[src/rtl/lfsq_pkg.sv]
// Shared constants and types for the largest free square finder.
package lfsq_pkg;

	localparam int unsigned MAX_ROWS_DEF = 1024;
	localparam int unsigned MAX_COLS_DEF = 1024;

	localparam int unsigned CFG_DATA_W  = 11;
	localparam int unsigned CFG_INDEX_W = 2;
	localparam int unsigned SIZE_OUT_W  = 11;
	localparam int unsigned POS_OUT_W   = 10;

	localparam logic [CFG_DATA_W-1:0] ROWS_RESET = 11'd10;
	localparam logic [CFG_DATA_W-1:0] COLS_RESET = 11'd10;

	localparam logic [7:0] FREE_CHAR = 8'd46;

	typedef enum logic [CFG_INDEX_W-1:0] {
		CFG_ROWS = 2'd0,
		CFG_COLS = 2'd1
	} cfg_index_t;

	// Per-cell flags that travel with a cell from acceptance into the compute stage.
	typedef struct packed {
		logic is_free;
		logic row0;
		logic col0;
		logic last;
	} cell_ctl_t;

endpackage

[src/rtl/lfsq_scan.sv]
// Compute stage: min-of-three square size per cell and the running best square.
module lfsq_scan #(
	parameter int unsigned AW = 10,
	parameter int unsigned RW = 10,
	parameter int unsigned SW = 11
) (
	input  logic                  clk,
	input  logic                  arst_n,
	input  logic                  restart,
	input  logic                  load,
	input  lfsq_pkg::cell_ctl_t   ctl,
	input  logic [RW-1:0]         row,
	input  logic [AW-1:0]         col,
	input  logic                  out_full,
	input  logic [SW-1:0]         up_data,
	output logic                  hold,
	output logic                  wr_en,
	output logic [AW-1:0]         wr_addr,
	output logic [SW-1:0]         wr_data,
	output logic                  done,
	output logic [SW-1:0]         res_size,
	output logic [RW-1:0]         res_row,
	output logic [AW-1:0]         res_col
);
	import lfsq_pkg::*;

	logic          valid_s1;
	cell_ctl_t     ctl_s1;
	logic [RW-1:0] row_s1;
	logic [AW-1:0] col_s1;

	logic [SW-1:0] left_q;
	logic [SW-1:0] diag_q;
	logic [SW-1:0] best_size_q;
	logic [RW-1:0] best_row_q;
	logic [AW-1:0] best_col_q;

	logic [SW-1:0] up_v, left_v, diag_v, min_ul, min_all, size;
	logic          fire, better;

	always_comb begin
		up_v    = ctl_s1.row0 ? '0 : up_data;
		left_v  = ctl_s1.col0 ? '0 : left_q;
		diag_v  = (ctl_s1.row0 || ctl_s1.col0) ? '0 : diag_q;
		min_ul  = (up_v < left_v) ? up_v : left_v;
		min_all = (min_ul < diag_v) ? min_ul : diag_v;
		size    = ctl_s1.is_free ? min_all + SW'(1) : '0;
	end

	assign hold   = valid_s1 && ctl_s1.last && out_full;
	assign fire   = valid_s1 && !hold;
	assign better = size > best_size_q;

	assign wr_en   = fire;
	assign wr_addr = col_s1;
	assign wr_data = size;

	// The result sees this cell's contribution to the best square.
	assign done     = fire && ctl_s1.last;
	assign res_size = better ? size : best_size_q;
	assign res_row  = better ? RW'(32'(row_s1) + 32'd1 - 32'(size)) : best_row_q;
	assign res_col  = better ? AW'(32'(col_s1) + 32'd1 - 32'(size)) : best_col_q;

	always_ff @(posedge clk or negedge arst_n) begin
		if (!arst_n) begin
			valid_s1 <= 1'b0;
		end else if (restart) begin
			valid_s1 <= 1'b0;
		end else if (load) begin
			valid_s1 <= 1'b1;
		end else if (fire) begin
			valid_s1 <= 1'b0;
		end
	end

	always_ff @(posedge clk) begin
		if (load) begin
			ctl_s1 <= ctl;
			row_s1 <= row;
			col_s1 <= col;
		end
	end

	always_ff @(posedge clk) begin
		if (fire) begin
			left_q <= size;
			diag_q <= up_v;
		end
	end

	always_ff @(posedge clk or negedge arst_n) begin
		if (!arst_n) begin
			best_size_q <= '0;
			best_row_q  <= '0;
			best_col_q  <= '0;
		end else if (restart || done) begin
			best_size_q <= '0;
			best_row_q  <= '0;
			best_col_q  <= '0;
		end else if (fire && better) begin
			best_size_q <= res_size;
			best_row_q  <= res_row;
			best_col_q  <= res_col;
		end
	end

endmodule

[config.mk]
export PLATFORM = sky130hd
export DESIGN_NAME = lfsq_scan
export DESIGN_NICKNAME = d
export VERILOG_FILES = /design/src/rtl/lfsq_pkg.sv /design/src/rtl/lfsq_scan.sv
export SDC_FILE = /design/constraint.sdc
export NUM_CORES = 1
export LEC_CHECK = 0
export BUFFER_PORTS_ARGS = -buffer_cell sky130_fd_sc_hd__buf_2
export CAP_MARGIN = 20
export CORE_ASPECT_RATIO = 1.2
export CORE_MARGIN = 4
export CORE_UTILIZATION = 45
export CTS_CLUSTER_DIAMETER = 30
export DETAILED_ROUTE_END_ITERATION = 7
export GPL_TIMING_DRIVEN = 0
export HOLD_SLACK_MARGIN = 0.12
export PLACE_DENSITY = 0.66
export SYNTH_ARGS = -nofsm -noshare
export SYNTH_HDL_FRONTEND = slang
export SYNTH_SLANG_ARGS = --single-unit
export TNS_END_PERCENT = 50
[constraint.sdc]
create_clock -name clk -period 11.1 [get_ports clk]
set_clock_uncertainty 0.05 [all_clocks]
set_input_delay 1.11 -clock clk [delete_from_list [all_inputs] [get_ports clk]]
set_output_delay 1.11 -clock clk [all_outputs]
set_load 0.02 [all_outputs]
==> metrics.cfg <==
[run_status]
outcome = complete, no violations

[yosys]
synthCells = 602
synth.avg_cell_area_um2 = 9.35
synth-edff-count = 46
async_flop_share_pct = 41.0
synthFlopType = edfxtp_1
ys_ff_latch = 78
yosysTopAreaCell = edfxtp_1
postSynthNetCount = 708
synthDominantCellAreaShare_pct = 24.5
synth.most_common_cell = nand2_1
netlist_area_um2 = 5630
yosysWarningCount = 0
synth_common_cells = nand2_1, ha_1, edfxtp_1, inv_1, nor2_1
ys_seq_area_share_pct = 38.8
ys_types = 58
synthTopCellsByArea = edfxtp_1, dfrtp_1, ha_1, nand2_1, a22o_1

[detailed_routing]
wl_um = 16200
drt_iter0_drc = 397
drc_errors = 0
vias_per_cell = 5.72
first_pass_iters = 5
wl_per_cell_um = 18.5
ant_nets = 0
vias = 4985

[final_layout]
finalInstanceArea_um2 = 6680
multi_input_area_um2 = 3220
areaGrowthSynthToFinish_pct = 18.7
drive_gt1_share_pct = 19.4
fin_nets = 812
seq_area_um2 = 2180
diodes = 0
final_cells = 872
nFillCells = 1076

[floorplanning]
num_io_pins = 95
die_w_um = 110
coreArea_um2 = 12200
fp.dieArea_um2 = 14400
fp-row-count = 44
initial_core_util_pct = 46.3
die_h_um = 131

[global_route]
grt_max_degree = 33
grt_overflow = 0
track_usage_pct = 23.1
antenna_found_initial = 0
grt_pass1_wl_um = 25300
grt_pass1_vias = 5130

[clocking]
clock_latency_ps = 340
cts.sinks = 78
cts_buffers = 9
cts_resized = 3
cts_hold_buf = 0
cts_buffer_depth = 2
path_clk_slew_ps = 60
post-cts-setup-buffers = 0
cts_root_buf = clkbuf_16
cts_tree = yes
ctsHtreeMaxLevel = 3

[critical_path]
endpoint_kind = output port
r2r-start = ctl_s1[1]
reg2reg_slack_ps = 1810
start_kind = input port
startpoint = up_data[8]
cp_num_cells = 35
criticalPathCategory = input port to output port
crit_path_top_delay_cell = clkbuf_1
critPathMaxStageDelay_ps = 530
cp_common_cell = ha_1
arrival_ps = 9510
cp_num_buf_inv = 6
worst_path_dominant_cell_family = compound AO/OA/AOI/OAI gates
critPathMaxFanout = 19
r2r_cells = 33
cp.required_ps = 9940

[timing]
setup_tns_ps = 0
hold_viol_final = 0
finalCritPeriodShare_pct = 96.1
slew_headroom_pct = 47.2
rsz0062_at_grt = yes
max_freq_mhz = 93.7
setup_slack_ps = 433
post-route-min-period_ps = 10670
slew_viol_final = 0
worst_slew_pin_slew_ps = 792
setup_viol = 0

[placement]
gp_congestion = 1.02
dp.final_hpwl_um = 12600
dp_cells = 858
port_buffers = 94
preCtsSetupSlack_ps = -685
place_area_um2 = 6320

[hold_path]
whs_path_depth = 1
hold_path.class = flop to flop
worst_hold_startpoint = best_size_q[5]

[run]
drv_cap = 0

[pwr]
ir_drop_mv = 0.166
p_leak_nw = 3.03
power_density_nw_per_um2 = 261
report.power.total_mw = 1.74

through the flow:
step	util [%]	hold WS, ps
after detailed placement	51.9	432
final	54.9	446
after global routing	54.9	461
after global placement	51.8	414
after floorplan	-	399
after CTS	54.8	446
cells by family after synthesis:
group,after synthesis,synth area share [%]
and+or+nand+nor,216,18.4
AOI/OAI and AO/OA,141,17.5
muxes,12,2.20
buffers and inverters,65,4.42
adders and majority gates,66,14.9
xor gates and xnor gates,24,3.73
DFF,78,38.8
placed cells by master (no fill, tap or decap), types with 5 or more instances in the layout:
cell type	instances
buf_2	95
xnor2_1	20
a21oi_1	22
and2_1	7
ha_1	64
dfrtp_1	32
nand4_1	12
o211ai_1	5
nand2_1	84
mux2i_1	8
edfxtp_1	46
a22o_1	21
a21o_1	10
nand2b_1	21
clkbuf_1	14
clkbuf_16	9
nor2_1	35
a31oi_1	7
o21a_1	7
inv_1	38
o21ai_0	29
nor2b_1	11
nand3_1	18
nor3_1	9
or2_2	7
flip-flops by register name (all words and copies together), names as in the netlist:
| signal | count |
|---|---|
| best_col_q | 10 |
| best_row_q | 10 |
| best_size_q | 11 |
| ctl_s1 | 4 |
| diag_q | 11 |
| left_q | 11 |
| row_s1 | 10 |
| valid_s1 | 1 |
| wr_addr | 10 |
path summary, 6_finish.rpt:
check,to
min reg2reg,best_size_q[5]
max,res_row[9]
min in group asynchronous,best_col_q[1]
max reg2reg,best_col_q[0]
max in group asynchronous,valid_s1
min,best_size_q[5]
area by class of cell:
cell class	count	area share [%]
Buffer	21	1.31
Clock buffer	9	3.37
Clock inverter	7	1.80
Inverter	42	2.36
Multi-Input combinational cell	459	48.2
Sequential cell	78	32.7
Tap cell	161	3.02
Timing Repair Buffer	95	7.27
power breakdown:
part           internal, mW  switching (mW)  total (mW)
registers             0.337          0.0135       0.351
clock network         0.221           0.126       0.347
logic                 0.343           0.702        1.04
routing by layer:
metal | global-route usage, % | vias up | part of all wire (%)
li1 | - | 2386 | -
met1 | 26.5 | 2373 | 39
met2 | 42.1 | 193 | 52
met3 | 3.64 | 33 | 5.1
met4 | 10.1 | 0 | 3.1
met5 | 0 | - | 0
Note: power is estimated with default switching activity, not from simulation.
